File: src/hw/rtl/kpsm_pkg.sv
// Package for the key pair sequence matcher.
// Holds defaults, register indexes and the match/status codes; depends on nothing.
package kpsm_pkg;

  localparam int unsigned PairsDef     = 4;
  localparam int unsigned KeyBitsDef   = 32;
  localparam int unsigned KeyW         = 32;
  localparam int unsigned CfgIdxW      = 3;
  localparam int unsigned CfgDataW     = 64;
  localparam int unsigned TimeoutW     = 32;
  localparam int unsigned CountW       = 3;
  localparam int unsigned StatusW      = 3;
  localparam int unsigned OutTdataW    = 8;
  localparam logic [TimeoutW-1:0] TimeoutReset = 32'd2000000;

  typedef enum logic [CfgIdxW-1:0] {
    REG_ENABLE    = 3'd0,
    REG_TIMEOUT   = 3'd1,
    REG_COUNT     = 3'd2,
    REG_PATTERN_0 = 3'd3,
    REG_PATTERN_1 = 3'd4,
    REG_PATTERN_2 = 3'd5,
    REG_PATTERN_3 = 3'd6
  } cfg_reg_e;

  typedef enum logic [1:0] {
    MATCH_NONE      = 2'd0,
    MATCH_PRIMARY   = 2'd1,
    MATCH_SECONDARY = 2'd2
  } match_e;

  typedef enum logic [StatusW-1:0] {
    STATUS_NONE        = 3'd0,
    STATUS_PRIMARY     = 3'd1,
    STATUS_SECONDARY   = 3'd2,
    STATUS_NOT_INIT    = 3'd3,
    STATUS_NOT_ENABLED = 3'd4
  } status_e;

endpackage

File: src/hw/rtl/key_pair_sequence_matcher.sv
// Key pair sequence matcher: top level with input stage, match logic and result register.
// Depends on kpsm_pkg.
//
// Takes one key press or time tick per cycle and returns one match status for each.
// A transaction sits in the input register, is evaluated against the configured pairs and
// the window state combinationally, and lands in the result register; throughput is one
// transaction per cycle while the output does not stall. While a result waits on the
// output, an empty input register still takes one transaction; once both registers are
// full, an output stall stalls the input in the same cycle. The rate is set by the PAIRS
// parallel key comparators and the 32-bit window counter update, which lie together
// between the input and result registers. Configuration is written through the plain
// write port while no transaction is in flight, which the user, not the block, ensures.
module key_pair_sequence_matcher
  import kpsm_pkg::*;
#(
  parameter int unsigned PAIRS    = PairsDef,
  parameter int unsigned KEY_BITS = KeyBitsDef
) (
  input  logic                 clk_i,
  input  logic                 rst_ni,
  // configuration write port
  input  logic                 cfg_we_i,
  input  logic [CfgIdxW-1:0]   cfg_idx_i,
  input  logic [CfgDataW-1:0]  cfg_wdata_i,
  // input stream
  input  logic                 s_axis_tvalid,
  output logic                 s_axis_tready,
  input  logic [KeyW-1:0]      s_axis_tdata,   // [31:0] key_code
  input  logic                 s_axis_tuser,   // [0] func (0 key press, 1 tick)
  // result stream
  output logic                 m_axis_tvalid,
  input  logic                 m_axis_tready,
  output logic [OutTdataW-1:0] m_axis_tdata    // [2:0] match_status, [7:3] zero
);

  localparam logic [CountW-1:0] PairsC = CountW'(PAIRS);

  // configuration registers
  logic                enable_q;
  logic [TimeoutW-1:0] timeout_q;
  logic [CountW-1:0]   count_q;
  logic [KEY_BITS-1:0] prim_q [PAIRS];
  logic [KEY_BITS-1:0] sec_q  [PAIRS];

  // input stage
  logic                in_valid_q;
  logic                in_tick_q;
  logic [KEY_BITS-1:0] in_key_q;

  // matcher state
  match_e              match_q, match_d;
  logic [PAIRS-1:0]    wait_q, wait_d;
  logic [TimeoutW-1:0] win_cnt_q, win_cnt_d;
  logic                win_run_q, win_run_d;

  // result stage
  logic                out_valid_q;
  status_e             status_q, status_d;

  logic                advance;
  logic                fire;
  logic [CountW-1:0]   n_valid;
  logic [PAIRS-1:0]    prim_hits;
  logic                sec_hit;

  assign advance       = !out_valid_q || m_axis_tready;
  assign fire          = in_valid_q && advance;
  assign s_axis_tready = !in_valid_q || advance;
  assign m_axis_tvalid = out_valid_q;
  assign m_axis_tdata  = {{(OutTdataW - StatusW){1'b0}}, status_q};

  always_ff @(posedge clk_i or negedge rst_ni) begin
    if (!rst_ni) begin
      enable_q  <= 1'b1;
      timeout_q <= TimeoutReset;
      count_q   <= '0;
      for (int i = 0; i < PAIRS; i++) begin
        prim_q[i] <= '0;
        sec_q[i]  <= '0;
      end
    end else if (cfg_we_i) begin
      if (cfg_idx_i == REG_ENABLE) enable_q <= cfg_wdata_i[0];
      if (cfg_idx_i == REG_TIMEOUT) timeout_q <= cfg_wdata_i[TimeoutW-1:0];
      if (cfg_idx_i == REG_COUNT) count_q <= cfg_wdata_i[CountW-1:0];
      for (int i = 0; i < PAIRS; i++) begin
        if (cfg_idx_i == CfgIdxW'(REG_PATTERN_0) + CfgIdxW'(i)) begin
          prim_q[i] <= cfg_wdata_i[KeyW +: KEY_BITS];
          sec_q[i]  <= cfg_wdata_i[KEY_BITS-1:0];
        end
      end
    end
  end

  // input register
  always_ff @(posedge clk_i or negedge rst_ni) begin
    if (!rst_ni) begin
      in_valid_q <= 1'b0;
    end else if (s_axis_tready) begin
      in_valid_q <= s_axis_tvalid;
    end
  end

  always_ff @(posedge clk_i) begin
    if (s_axis_tready && s_axis_tvalid) begin
      in_tick_q <= s_axis_tuser;
      in_key_q  <= s_axis_tdata[KEY_BITS-1:0];
    end
  end

  // pair comparisons, limited to the effective pair count
  assign n_valid = (count_q > PairsC) ? PairsC : count_q;

  always_comb begin
    prim_hits = '0;
    sec_hit   = 1'b0;
    for (int i = 0; i < PAIRS; i++) begin
      if (CountW'(i) < n_valid) begin
        prim_hits[i] = (prim_q[i] == in_key_q);
        if (wait_q[i] && (sec_q[i] == in_key_q)) sec_hit = 1'b1;
      end
    end
  end

  always_comb begin
    match_d   = match_q;
    wait_d    = wait_q;
    win_cnt_d = win_cnt_q;
    win_run_d = win_run_q;
    status_d  = status_e'({1'b0, match_q});
    if (in_tick_q) begin
      if (win_run_q) begin
        if (win_cnt_q[TimeoutW-1:1] == '0) begin
          // window expired: drop the pending primary
          match_d   = MATCH_NONE;
          wait_d    = '0;
          win_cnt_d = '0;
          win_run_d = 1'b0;
        end else begin
          win_cnt_d = win_cnt_q - TimeoutW'(1);
        end
      end
      status_d = status_e'({1'b0, match_d});
    end else if (!enable_q) begin
      status_d = STATUS_NOT_ENABLED;
    end else if (n_valid == '0) begin
      status_d = STATUS_NOT_INIT;
    end else begin
      if (match_q == MATCH_PRIMARY && sec_hit) begin
        match_d   = MATCH_SECONDARY;
        wait_d    = '0;
        win_cnt_d = '0;
        win_run_d = 1'b0;
      end else if (prim_hits != '0) begin
        // arm every pair sharing this primary and restart the window
        match_d   = MATCH_PRIMARY;
        wait_d    = prim_hits;
        win_cnt_d = timeout_q;
        win_run_d = 1'b1;
      end else begin
        match_d   = MATCH_NONE;
        wait_d    = '0;
        win_cnt_d = '0;
        win_run_d = 1'b0;
      end
      status_d = status_e'({1'b0, match_d});
    end
  end

  always_ff @(posedge clk_i or negedge rst_ni) begin
    if (!rst_ni) begin
      match_q   <= MATCH_NONE;
      wait_q    <= '0;
      win_cnt_q <= '0;
      win_run_q <= 1'b0;
    end else if (fire) begin
      match_q   <= match_d;
      wait_q    <= wait_d;
      win_cnt_q <= win_cnt_d;
      win_run_q <= win_run_d;
    end
  end

  // result register
  always_ff @(posedge clk_i or negedge rst_ni) begin
    if (!rst_ni) begin
      out_valid_q <= 1'b0;
    end else if (advance) begin
      out_valid_q <= in_valid_q;
    end
  end

  always_ff @(posedge clk_i) begin
    if (fire) status_q <= status_d;
  end

  // the window runs exactly while a primary match is pending
  assert property (@(posedge clk_i) disable iff (!rst_ni)
    win_run_q == (match_q == MATCH_PRIMARY))
    else $error("window running flag out of step with match state");

  // a pending primary always has at least one awaited secondary
  assert property (@(posedge clk_i) disable iff (!rst_ni)
    win_run_q |-> (wait_q != '0))
    else $error("window running with empty waiting set");

  // a key press only gives a secondary match after a pending primary
  assert property (@(posedge clk_i) disable iff (!rst_ni)
    (fire && !in_tick_q && status_d == STATUS_SECONDARY) |-> (match_q == MATCH_PRIMARY))
    else $error("secondary match without pending primary");

  // an evaluated transaction always shows up as a result
  assert property (@(posedge clk_i) disable iff (!rst_ni)
    fire |=> out_valid_q)
    else $error("evaluated transaction lost before result register");

endmodule

File: config.mk
export PLATFORM = sky130hd
export DESIGN_NAME = key_pair_sequence_matcher
export DESIGN_NICKNAME = d
export VERILOG_FILES = /design/src/hw/rtl/kpsm_pkg.sv /design/src/hw/rtl/key_pair_sequence_matcher.sv
export SDC_FILE = /design/constraint.sdc
export NUM_CORES = 1
export LEC_CHECK = 0
export CORE_MARGIN = 10
export CORE_UTILIZATION = 45
export DETAILED_ROUTE_END_ITERATION = 8
export DONT_BUFFER_PORTS = 1
export PLACE_DENSITY_LB_ADDON = 0.2
export SLEW_MARGIN = 10
export SYNTH_ARGS = -nofsm -noshare
export SYNTH_HDL_FRONTEND = slang
export SYNTH_SLANG_ARGS = --single-unit
File: constraint.sdc
create_clock -name clk_i -period 3.3 [get_ports clk_i]
set_input_delay 0.33 -clock clk_i [delete_from_list [all_inputs] [get_ports clk_i]]
set_output_delay 0.33 -clock clk_i [all_outputs]
set_load 0.05 [all_outputs]
==> results of run 1 <==
[per-layer routing]
metal | track usage | vias to the layer above
met2 | 0.362 | 219
li1 | - | 5154
met5 | 0 | -
met3 | 0.0325 | 72
met1 | 0.264 | 5853
met4 | 0.0837 | 2
[power breakdown]
group          leakage (nW)  internal (mW)  switching [mW]
Clock                 0.705           2.94            1.87
Combinational          3.52           1.53            1.56
Sequential             4.38           5.57           0.819
Total                  8.60           10.0            4.25
[sequential cells by signal, indices dropped and copies added, names as in the netlist, 2 cells and up]
signal     count
sec_q        128
win_cnt_q     32
prim_q       128
match_q        2
in_key_q      32
timeout_q     32
wait_q         4
status_q       3
count_q        3
[cells by family after synthesis]
logic type,Yosys count,share of synthesized area
AO/OA/AOI/OAI,119,0.0466
XOR/XNOR,256,0.128
adder cells (fa/ha/maj),1,0.000712
buffers and inverters,109,0.0261
flip-flops,369,0.536
multiplexers,292,0.187
other,1,0.000213
AND/OR/NAND/NOR,241,0.0755
[cell usage after synthesis, drive strengths merged, types with 2 or more instances]
cell type,number
dfrtp,325
mux2,292
xor2,242
nor4,87
clkbuf,84
nand2,49
edfxtp,36
o31ai,36
o21ai,32
nor3,28
nand3,16
nor2,16
a21oi,15
buf,15
xnor2,14
nand4,13
a22oi,12
inv,10
dfstp,8
or4,7
nand2b,5
or3,5
and2,4
nand4b,3
nor2b,3
a211oi,2
a21o,2
a221oi,2
a31oi,2
a32oi,2
nor3b,2
o2111ai,2
o41a,2
[metrics by stage]
stage / worst slack, ns / utilization / cell area, µm² / instances / hold WS [ns]
2_1_floorplan: 0.465 / - / 17600 / 1392 / 0.0344
3_3_place_gp: 0.0121 / 0.470 / 18200 / 1848 / 0.0537
3_5_place_dp: -0.105 / 0.470 / 18200 / 1848 / 0.0547
4_1_cts: 0.109 / 0.533 / 20600 / 2023 / -0.537
5_1_grt: 0.0927 / 0.534 / 20600 / 2028 / -0.534
6_report: 0.225 / 0.534 / 20600 / 2031 / -0.517
[path summary, 6_finish.rpt]
check / to / slack, ns
worst min register to register: wait_q[2] / 0.49
max in group asynchronous: timeout_q[10] / 3.39
worst max register to register: win_cnt_q[2] / 0.22
worst max-delay path: win_cnt_q[2] / 0.22
min in group clk_i: m_axis_tvalid / 0.07
worst min-delay path: prim_q[19] / -0.52
[area by class of cell]
type                            instances  area share
Clock inverter                          5     0.00364
Clock buffer                           72      0.0658
Tap cell                              518      0.0314
Multi-Input combinational cell        914       0.375
Timing Repair Buffer                  138      0.0651
Sequential cell                       369       0.457
Inverter                               10     0.00182
Antenna cell                            5    0.000606
[worst max-delay path: stages (launching register included)]
cell and delay [ns]:
edfxtp_1 0.78, xor2_1 0.15, nor4_1 0.35, nand4_1 0.18
nor3_1 0.63, nor4_2 0.10, buf_4 0.24, buf_4 0.24
o31ai_1 0.28
[repair_timing]
item                                    4_1_cts  5_1_grt
endpoints found under the setup margin       22       11
resized for setup                             1        1
setup buffers                                 0        3
hold endpoints to repair                    659      333
==> impl_results.rst, run 1 <==
.. list-table::
   :header-rows: 1

   * - Metric
     - Value
   * - Antenna violations before repair
     - 6
   * - Final hold vios
     - around 330
   * - Number of remaining DRC errors
     - 0
   * - Wire length of the first global-routing pass
     - around 75,000 µm
   * - Via count of the first global-routing pass
     - about 12,000
   * - Portion of the post-synthesis area used by sequential elements
     - 0.536
   * - Mapped Cells
     - between 1,000 and 1,500
   * - Maximum Capacitance Violations
     - 0
   * - Worst setup path start
     - in_key_q[17]
   * - Post-DP HPWL
     - about 34,000 µm
   * - Relative slew slack
     - 0.210
   * - Total track usage
     - 0.211
   * - Aggregate negative setup slack
     - 0 ns
   * - Number of buffers on the longest clock path
     - 3
   * - Status
     - finished with violations
   * - Highest Clock Rate
     - around 0.33 GHz
   * - Die Area
     - 47,400 µm²
   * - Antenna violation net count after detailed routing
     - 0
   * - Slew Viols, Final
     - 0
   * - Insertion delay of the later-clocked pin in the worst-skew pair
     - ~0.56 ns
   * - Critical Path Sink Type
     - flop
   * - Post-Route WL
     - roughly 50,000 µm
   * - Placement row count
     - 72
   * - Clock transition time at the flip-flop clock pins of the worst setup and hold paths
     - roughly 0.06 ns
   * - Synth-to-layout area growth
     - 17.4%
   * - Category of the critical setup timing path
     - reg2reg
   * - Clock Skews
     - about 0.019 ns
   * - WL met1
     - approximately 22,000 µm
   * - Routed via count divided by cell count
     - ~5.6
   * - Height of the die
     - roughly 220 µm
   * - Origin of the critical flop-to-flop path
     - in_key_q[17]
   * - Violated checks
     - negative hold slack
   * - GRT Residual Overflow
     - 0
   * - Worst Path Required
     - 3.74 ns
   * - DR vias
     - around 11,000
   * - Commonest cells after routing, fill and taps aside
     - dfrtp_1, mux2_2, xor2_1, dlygate4sd3_1, nor4_1
   * - Most frequent standard cell in the layout excluding fill and tap cells
     - dfrtp_1
   * - Top metal layer carrying routed signals
     - met5
   * - Layout cells sized above 1
     - 0.276
   * - Net count of the finished layout
     - about 1,600
   * - Final setup violation count
     - 0
   * - Power per cell area
     - between 600 and 700 nW/µm²
   * - Element type at the critical path start
     - flop
   * - Worst hold margin
     - -0.517 ns
   * - Ports
     - between 100 and 150
   * - Area used by multi-input combinational logic
     - between 7000 and 8000 µm²
   * - Placer congestion estimate
     - between 0.8 and 0.9
   * - Type of the most critical hold path
     - in2async
   * - Total design power
     - 14.3 mW
   * - RSZ-0062 raised after global routing
     - no
   * - Number of buffers added to fix hold violations after cts
     - 98
   * - Sinks on Clock Net
     - roughly 370
   * - Total core area
     - around 39,000 µm²
   * - Share of synthesized flip-flops with an asynchronous set or reset
     - 0.902
   * - Post-synth EDFFs
     - 36
   * - Detailed Routing Iterations Pass 1
     - 5
   * - Clock tree from TritonCTS
     - done
   * - Wire length on met3
     - 1790 µm
   * - Filler instances
     - around 3,300
   * - Leak pwr
     - between 8 and 9 nW
   * - Primary FF master, synth
     - dfrtp_1
   * - Number of buffers created by CTS
     - 42
   * - Cells taking the most area after synthesis
     - dfrtp_1, mux2_2, xor2_1, edfxtp_1, nor4_1
   * - Maximum vdd ir drop
     - ~390 µV
   * - Floorplan die width
     - around 220 µm
   * - Wire length on met2
     - 24,900 µm
   * - Peak fanout along the critical path
     - 21
   * - Number of distinct library cells after synthesis
     - 54
   * - Critical path arrival
     - 3.52 ns
   * - Clock root buffer
     - clkbuf_16
   * - Number of levels in the clock H-tree
     - 2
   * - Transition time at the pin with the least slew margin
     - approximately 1.2 ns
   * - Sequential cell area
     - roughly 9400 µm²
   * - Violation count after the first detailed-route iteration
     - approximately 770
   * - Combined area of all synthesized cells
     - approximately 18,000 µm²
   * - Count of yosys warnings during synthesis
     - 0
   * - Final critical-path required period
     - 3.08 ns
   * - Synth top area share
     - 0.463
   * - Per-instance average area after synthesis
     - 12.7 µm²
   * - Post-synthesis register bit count
     - between 300 and 400
   * - Cell taking the most area after synthesis
     - dfrtp_1
   * - # port buffers
     - 0
   * - Initial core utilization
     - 0.455
   * - Routed length per instance
     - 24.7 µm
   * - Final period utilization
     - 0.932
   * - Largest net degree at the start of global routing
     - about 330
   * - Number of cells on the worst reg-to-reg path
     - 8
Note: power is estimated with default switching activity, not from simulation.
==> run 2: changes to the inputs <==
==> constraint.sdc (replaced) <==
create_clock -name clk_i -period 2.8 [get_ports clk_i]
set_input_delay 0.28 -clock clk_i [delete_from_list [all_inputs] [get_ports clk_i]]
set_output_delay 0.28 -clock clk_i [all_outputs]
set_load 0.05 [all_outputs]
==> run 2 against run 1 <==
  * The flow still finishes with violations (negative hold slack)
  * Sequential power is 17% higher
  * Largest cell class unchanged
  * Non-clock buffer count is 80 higher
  * Clock-buffer cell count is 12 lower
==> impl_results.rst, run 2 (same netlist as run 1, synthesis figures left out) <==
.. list-table::
   :header-rows: 1

   * - Metric
     - Value
   * - Clock transition time at the flip-flop clock pins of the worst setup and hold paths
     - approximately 0.06 ns
   * - Initial core utilization
     - 0.455
   * - WL met1
     - around 22,000 µm
   * - Violated checks
     - negative hold slack
   * - Insertion delay of the later-clocked pin in the worst-skew pair
     - roughly 0.54 ns
   * - Top metal layer carrying routed signals
     - met5
   * - Final setup violation count
     - 0
   * - Placement row count
     - 72
   * - Maximum Capacitance Violations
     - 0
   * - Wire length on met3
     - 1600 µm
   * - Total design power
     - 16.7 mW
   * - Worst hold margin
     - -0.558 ns
   * - Share of power burned in registers
     - 0.446
   * - Sw Pwr
     - ~5 mW
   * - Leak pwr
     - between 8 and 9 nW
   * - Number of buffers added to fix hold violations after cts
     - 98
   * - Terminus of the critical flop-to-flop path
     - status_q[1]
   * - Floorplan die width
     - between 200 and 250 µm
   * - Violation count after the first detailed-route iteration
     - between 700 and 800
   * - Die Area
     - ~47,000 µm²
   * - Number of buffers on the longest clock path
     - 3
   * - Height of the die
     - about 220 µm
   * - Transition time at the pin with the least slew margin
     - about 0.72 ns
   * - Synth-to-layout area growth
     - 20.7%
   * - Clock root buffer
     - clkbuf_16
   * - Placer congestion estimate
     - ~0.85
   * - Routed via count divided by cell count
     - 5.47
   * - Detailed Routing Iterations Pass 1
     - 5
   * - Largest net degree at the start of global routing
     - around 330
   * - # port buffers
     - 0
   * - R2r setup slk
     - between 0.09 and 0.1 ns
   * - Final critical-path required period
     - between 2 and 3 ns
   * - Clock tree from TritonCTS
     - done
   * - Antenna violations before repair
     - 3
   * - Total track usage
     - 0.211
   * - Category of the critical setup timing path
     - reg2reg
   * - Number of levels in the clock H-tree
     - 2
   * - Clock Skews
     - around 0.019 ns
   * - Ports
     - around 120
   * - GRT Residual Overflow
     - 0
   * - Routed length per instance
     - roughly 24 µm
   * - Most frequent standard cell in the layout excluding fill and tap cells
     - dfrtp_1
   * - Number of remaining DRC errors
     - 0
   * - Maximum vdd ir drop
     - roughly 550 µV
   * - Final hold vios
     - approximately 330
   * - Layout Utilization
     - 0.549
   * - Highest Clock Rate
     - 0.369 GHz
   * - Peak fanout along the critical path
     - 8
   * - Combinational Power Share
     - 0.246
   * - Sinks on Clock Net
     - 369
   * - Number of buffers created by CTS
     - 40
   * - Commonest cells after routing, fill and taps aside
     - dfrtp_1, mux2_2, xor2_1, buf_4, dlygate4sd3_1
   * - Worst setup margin
     - roughly 0.093 ns
   * - Final Instance Count excl. Fillers
     - 2,104
   * - RSZ-0062 raised after global routing
     - no
   * - Post-Route WL
     - around 51,000 µm
   * - Worst Setup Slack post-DPL
     - -0.160 ns
   * - Wire length of the first global-routing pass
     - approximately 76,000 µm
   * - Wire length on met2
     - between 20,000 and 30,000 µm
   * - Status
     - finished with violations
   * - Type of the most critical hold path
     - in2async
   * - Power per cell area
     - slightly below 800 nW/µm²
   * - Net count of the finished layout
     - ~1,700
   * - Layout cells sized above 1
     - 0.313
   * - Filler instances
     - around 3,300
   * - Internal power
     - around 12 mW
   * - Placed cell count
     - around 1,900
   * - Relative slew slack
     - 0.514
   * - Number of cells on the worst reg-to-reg path
     - 9
   * - Worst Path Required
     - roughly 3.1 ns
   * - DR vias
     - approximately 12,000
   * - Final period utilization
     - 0.967
   * - Origin of the critical flop-to-flop path
     - count_q[0]
   * - Power share of the clock group
     - 0.309
   * - Post-DP HPWL
     - 36,000 µm
   * - Total core area
     - ~39,000 µm²
   * - Switching portion of total power
     - 0.304
   * - Via count of the first global-routing pass
     - 11,979
   * - Slew Viols, Final
     - 0
   * - Antenna violation net count after detailed routing
     - 0
   * - Critical Path Sink Type
     - flop
   * - Biggest regs
     - prim_q (128), sec_q (128)
   * - Element type at the critical path start
     - flop
   * - Critical path arrival
     - roughly 3 ns
run 2: changes by cell type in the layout (fill, tap and decap cells not counted), moves of 3 or more:
cell	change
buf_4	+71
clkbuf_8	-8
buf_12	+7
clkinv_2	+5
clkbuf_16	-4
nor4_4	+3
run 2: routing by layer:
metal  track usage  vias up
li1              -     5310
met1         0.266     5934
met2         0.368      202
met3        0.0304       65
met4        0.0657        2
met5             0        -
run 2: how the worst max path moves through the flow:
| stage | start | endpoint | slack, ns | cells after the start |
|---|---|---|---|---|
| floorplan | win_cnt_q[9] | win_cnt_q[27] | 0.03 | 9 |
| CTS | in_key_q[22] | win_cnt_q[14] | 0.06 | 9 |
| global route | win_cnt_q[9] | win_cnt_q[29] | 0.01 | 8 |
| detailed placement | count_q[0] | win_cnt_q[26] | -0.16 | 8 |
| finish | count_q[0] | status_q[1] | 0.09 | 9 |
| global placement | count_q[0] | win_cnt_q[22] | -0.22 | 8 |
run 2: cell type report:
type / instances / area (µm²) / share of cell area
antenna: 3 / 7.51 / 0.000354
clock buffer: 60 / 1150 / 0.0541
clock inverter: 12 / 119 / 0.00560
inverter: 10 / 37.5 / 0.00177
multi-input combinational: 914 / 7790 / 0.367
sequential: 369 / 9420 / 0.444
tap: 518 / 648 / 0.0306
timing repair buffer: 218 / 2040 / 0.0961
run 2: what timing repair did:
action                                  CTS  global route
buffers inserted                          0             4
endpoints found under the setup margin   34            32
endpoints found under the hold margin   659           333
resized for setup                         3             8
cloned                                    0             0
pin swaps                                 0             1
run 2: power groups by stage:
| stage | logic, mW | clock network (mW) | registers, mW |
|---|---|---|---|
| after global placement | 3.80 | 0 | 7.49 |
| final | 4.11 | 5.16 | 7.45 |
| after CTS | 4.07 | 5.28 | 7.44 |
| after floorplan | 2.77 | 0 | 7.26 |
| after global routing | 4.45 | 5.51 | 7.59 |
| after detailed placement | 3.85 | 0 | 7.53 |
run 2: per-stage QoR:
| stage | setup TNS, ns | hold WS, ns | area [µm²] |
|---|---|---|---|
| 2_1_floorplan | 0 | -0.0156 | 17600 |
| 3_3_place_gp | -6.29 | 0.00364 | 18900 |
| 5_1_grt | 0 | -0.583 | 21200 |
| 3_5_place_dp | -4.24 | 0.00343 | 18900 |
| 4_1_cts | 0 | -0.571 | 21100 |
| 6_report | 0 | -0.558 | 21200 |
run 2: worst max-delay path, stage by stage, from the launching register on:
cell     delay [ns]
dfrtp_1        0.40
nor3_1         0.60
buf_4          0.22
nor4_1         0.04
buf_4          0.15
nand4_1        0.08
nor3_1         0.06
o41a_1         0.42
buf_12         0.17
a221o_1        0.32
==> run 3: changes to the inputs <==
--- a/config.mk
+++ b/config.mk
@@ -5,6 +5,7 @@
 export SDC_FILE = /design/constraint.sdc
 export NUM_CORES = 1
 export LEC_CHECK = 0
+export ABC_AREA = 1
 export CORE_MARGIN = 10
 export CORE_UTILIZATION = 45
 export DETAILED_ROUTE_END_ITERATION = 8
==> constraint.sdc (replaced) <==
create_clock -name clk_i -period 3.3 [get_ports clk_i]
set_input_delay 0.33 -clock clk_i [delete_from_list [all_inputs] [get_ports clk_i]]
set_output_delay 0.33 -clock clk_i [all_outputs]
set_load 0.05 [all_outputs]
==> run 3 against run 2 <==
  * The flow still finishes with violations (negative hold slack)
  * Synthesized area grew 4.7%
  * Final area decreased by 2.4%
  * Maximum frequency decreased by 11%
  * Die area rose by 4.3%
  * Critical endpoint is now status_q[0]
==> impl_results.rst, run 3 <==
.. list-table::
   :header-rows: 1

   * - Metric
     - Value
   * - Largest net degree at the start of global routing
     - roughly 330
   * - Category of the critical setup timing path
     - reg2reg
   * - Final critical-path required period
     - around 3 ns
   * - Total track usage
     - 0.256
   * - Commonest cells after routing, fill and taps aside
     - nand2_1, o21ai_0, dfrtp_1, nor2_1, inv_1
   * - Number of buffers added to fix hold violations after cts
     - 57
   * - Peak fanout along the critical path
     - 34
   * - Leak pwr
     - approximately 10 nW
   * - Number of remaining DRC errors
     - 0
   * - Number of buffers created by CTS
     - between 40 and 50
   * - Final hold vios
     - about 330
   * - Status
     - finished with violations
   * - Mapped Cells
     - roughly 2,300
   * - Final instance area
     - 20,700 µm²
   * - Element type at the critical path start
     - flop
   * - Die Area
     - between 40,000 and 50,000 µm²
   * - Sinks on Clock Net
     - 369
   * - DR vias
     - about 16,000
   * - Primary FF master, synth
     - dfrtp_1
   * - Synth-to-layout area growth
     - 12.5%
   * - Worst setup margin
     - 0.242 ns
   * - Number of buffers on the longest clock path
     - 3
   * - Clock transition time at the flip-flop clock pins of the worst setup and hold paths
     - roughly 0.060 ns
   * - Post-DP HPWL
     - about 47,000 µm
   * - Post-synthesis register bit count
     - ~370
   * - Height of the die
     - between 200 and 250 µm
   * - Antenna violations before repair
     - 1
   * - RSZ-0062 raised after global routing
     - no
   * - Detailed Routing Iterations Pass 1
     - 5
   * - Layout cells sized above 1
     - 0.0639
   * - Worst Path Required
     - between 3 and 4 ns
   * - Highest Clock Rate
     - 0.327 GHz
   * - Type of the most critical hold path
     - in2async
   * - GRT Residual Overflow
     - 0
   * - Insertion delay of the later-clocked pin in the worst-skew pair
     - about 0.57 ns
   * - Biggest regs
     - prim_q (128), sec_q (128)
   * - Wire length of the first global-routing pass
     - roughly 97,000 µm
   * - Cell taking the most area after synthesis
     - dfrtp_1
   * - Number of distinct library cells after synthesis
     - 38
   * - Combined area of all synthesized cells
     - 18,400 µm²
   * - Final setup violation count
     - 0
   * - Critical Path Sink Type
     - flop
   * - Synth top area share
     - 0.442
   * - Most frequent cell after synthesis
     - nand2_1
   * - Worst Setup Slack post-DPL
     - between 0.3 and 0.4 ns
   * - Maximum vdd ir drop
     - between 400 and 500 µV
   * - Worst hold margin
     - -0.526 ns
   * - Number of buffers inserted to repair setup after CTS
     - 0
   * - Placement Cell Area
     - approximately 19,000 µm²
   * - Floorplan die width
     - between 200 and 250 µm
   * - Net count of the finished layout
     - between 2,000 and 2,500
   * - Final period utilization
     - 0.927
   * - Cells taking the most area after synthesis
     - dfrtp_1, nand2_1, o21ai_0, edfxtp_1, nor2_1
   * - Clock Skews
     - about 0.023 ns
   * - Total core area
     - just over 40,000 µm²
   * - Clock tree from TritonCTS
     - done
   * - Number of levels in the clock H-tree
     - 2
   * - # port buffers
     - 0
   * - Critical path arrival
     - 3.47 ns
   * - Slew Viols, Final
     - 0
   * - Portion of the post-synthesis area used by sequential elements
     - 0.512
   * - Post-cts resize count
     - 0
   * - Violation count after the first detailed-route iteration
     - 1,463
   * - Routed via count divided by cell count
     - ~5.4
   * - Post-Route WL
     - approximately 64,000 µm
   * - Most frequent standard cell in the layout excluding fill and tap cells
     - nand2_1
   * - Initial core utilization
     - 0.453
   * - Commonest cells in the synthesized netlist
     - nand2_1, o21ai_0, dfrtp_1
   * - Relative slew slack
     - 0.441
   * - Transition time at the pin with the least slew margin
     - 0.837 ns
   * - Power per cell area
     - between 600 and 700 nW/µm²
   * - Count of yosys warnings during synthesis
     - 0
   * - Routed length per instance
     - roughly 22 µm
   * - Maximum Capacitance Violations
     - 0
   * - Final antenna diode count
     - 0
   * - Share of synthesized flip-flops with an asynchronous set or reset
     - 0.902
   * - Post-synth EDFFs
     - 36
   * - Ports
     - around 120
   * - Per-instance average area after synthesis
     - just under 8 µm²
   * - Clock root buffer
     - clkbuf_16
   * - Placement row count
     - 74
   * - Violated checks
     - negative hold slack
   * - Via count of the first global-routing pass
     - about 15,000
   * - Aggregate negative setup slack
     - 0 ns
   * - Placer congestion estimate
     - 0.997
   * - Antenna violation net count after detailed routing
     - 0
==> run 3: metrics by stage <==
step	power (mW)	instances	hold slack, ns	utilization
detailed placement	8.96	2758	0.0619	0.459
floorplan	7.95	2320	0.0344	-
global placement	8.92	2758	0.0608	0.459
finish	13.8	2895	-0.526	0.509
global route	14.5	2895	-0.545	0.509
CTS	13.9	2895	-0.546	0.509
==> run 3: worst paths after layout <==
kind	start	to	slack, ns	cells past startpoint
max reg2reg	in_key_q[25]	status_q[0]	0.24	12
min reg2reg	timeout_q[22]	timeout_q[22]	0.48	2
min	rst_ni	sec_q[40]	-0.53	0
max	in_key_q[25]	status_q[0]	0.24	12
max in group asynchronous	rst_ni	prim_q[57]	3.27	0
min in group clk_i	cfg_wdata_i[60]	prim_q[124]	0.01	2
==> run 3: critical path: stages, from the launching register on <==
cell,delay (ns)
edfxtp_1,0.83
inv_2,0.23
nand2_1,0.12
nand2_1,0.05
nor2_1,0.08
nand2_1,0.06
nor2_1,0.24
nand3_1,0.11
nor2_1,0.32
nor2_1,0.14
nand2_4,0.37
a21oi_1,0.12
o21ai_0,0.19
==> run 3: report_power, final <==
part / switching [mW] / leakage [nW] / internal, mW
Sequential: 0.952 / 4.53 / 5.45
Clock: 1.96 / 0.722 / 2.90
Combinational: 1.59 / 4.62 / 0.982
Total: 4.50 / 9.87 / 9.34
==> run 3: area by class of cell <==
type	instances	area, µm²
Sequential cell	369	9420
Clock buffer	63	1300
Clock inverter	17	149
Fill cell	3947	20000
Inverter	231	870
Multi-Input combinational cell	1605	7540
Timing Repair Buffer	78	741
Tap cell	532	666
==> run 3: logic make-up after synthesis <==
| family | Yosys count | share of synthesized area |
|---|---|---|
| xor gates and xnor gates | 122 | 0.0581 |
| adders and majority gates | 1 | 0.000680 |
| buffers and inverters | 346 | 0.0807 |
| and+or+nand+nor | 1025 | 0.223 |
| AOI/OAI and AO/OA | 452 | 0.125 |
| DFF | 369 | 0.512 |
| other | 1 | 0.000204 |
==> run 3: routing by layer <==
| metal | wire length (µm) | global-route usage | vias up | share of wire |
|---|---|---|---|---|
| met5 | 13 | 0 | - | 0.00020 |
| met4 | 2630 | 0.107 | 2 | 0.041 |
| met3 | 3530 | 0.0306 | 105 | 0.055 |
| met2 | 30400 | 0.418 | 541 | 0.47 |
| met1 | 27800 | 0.339 | 7499 | 0.43 |
| li1 | - | - | 7360 | - |
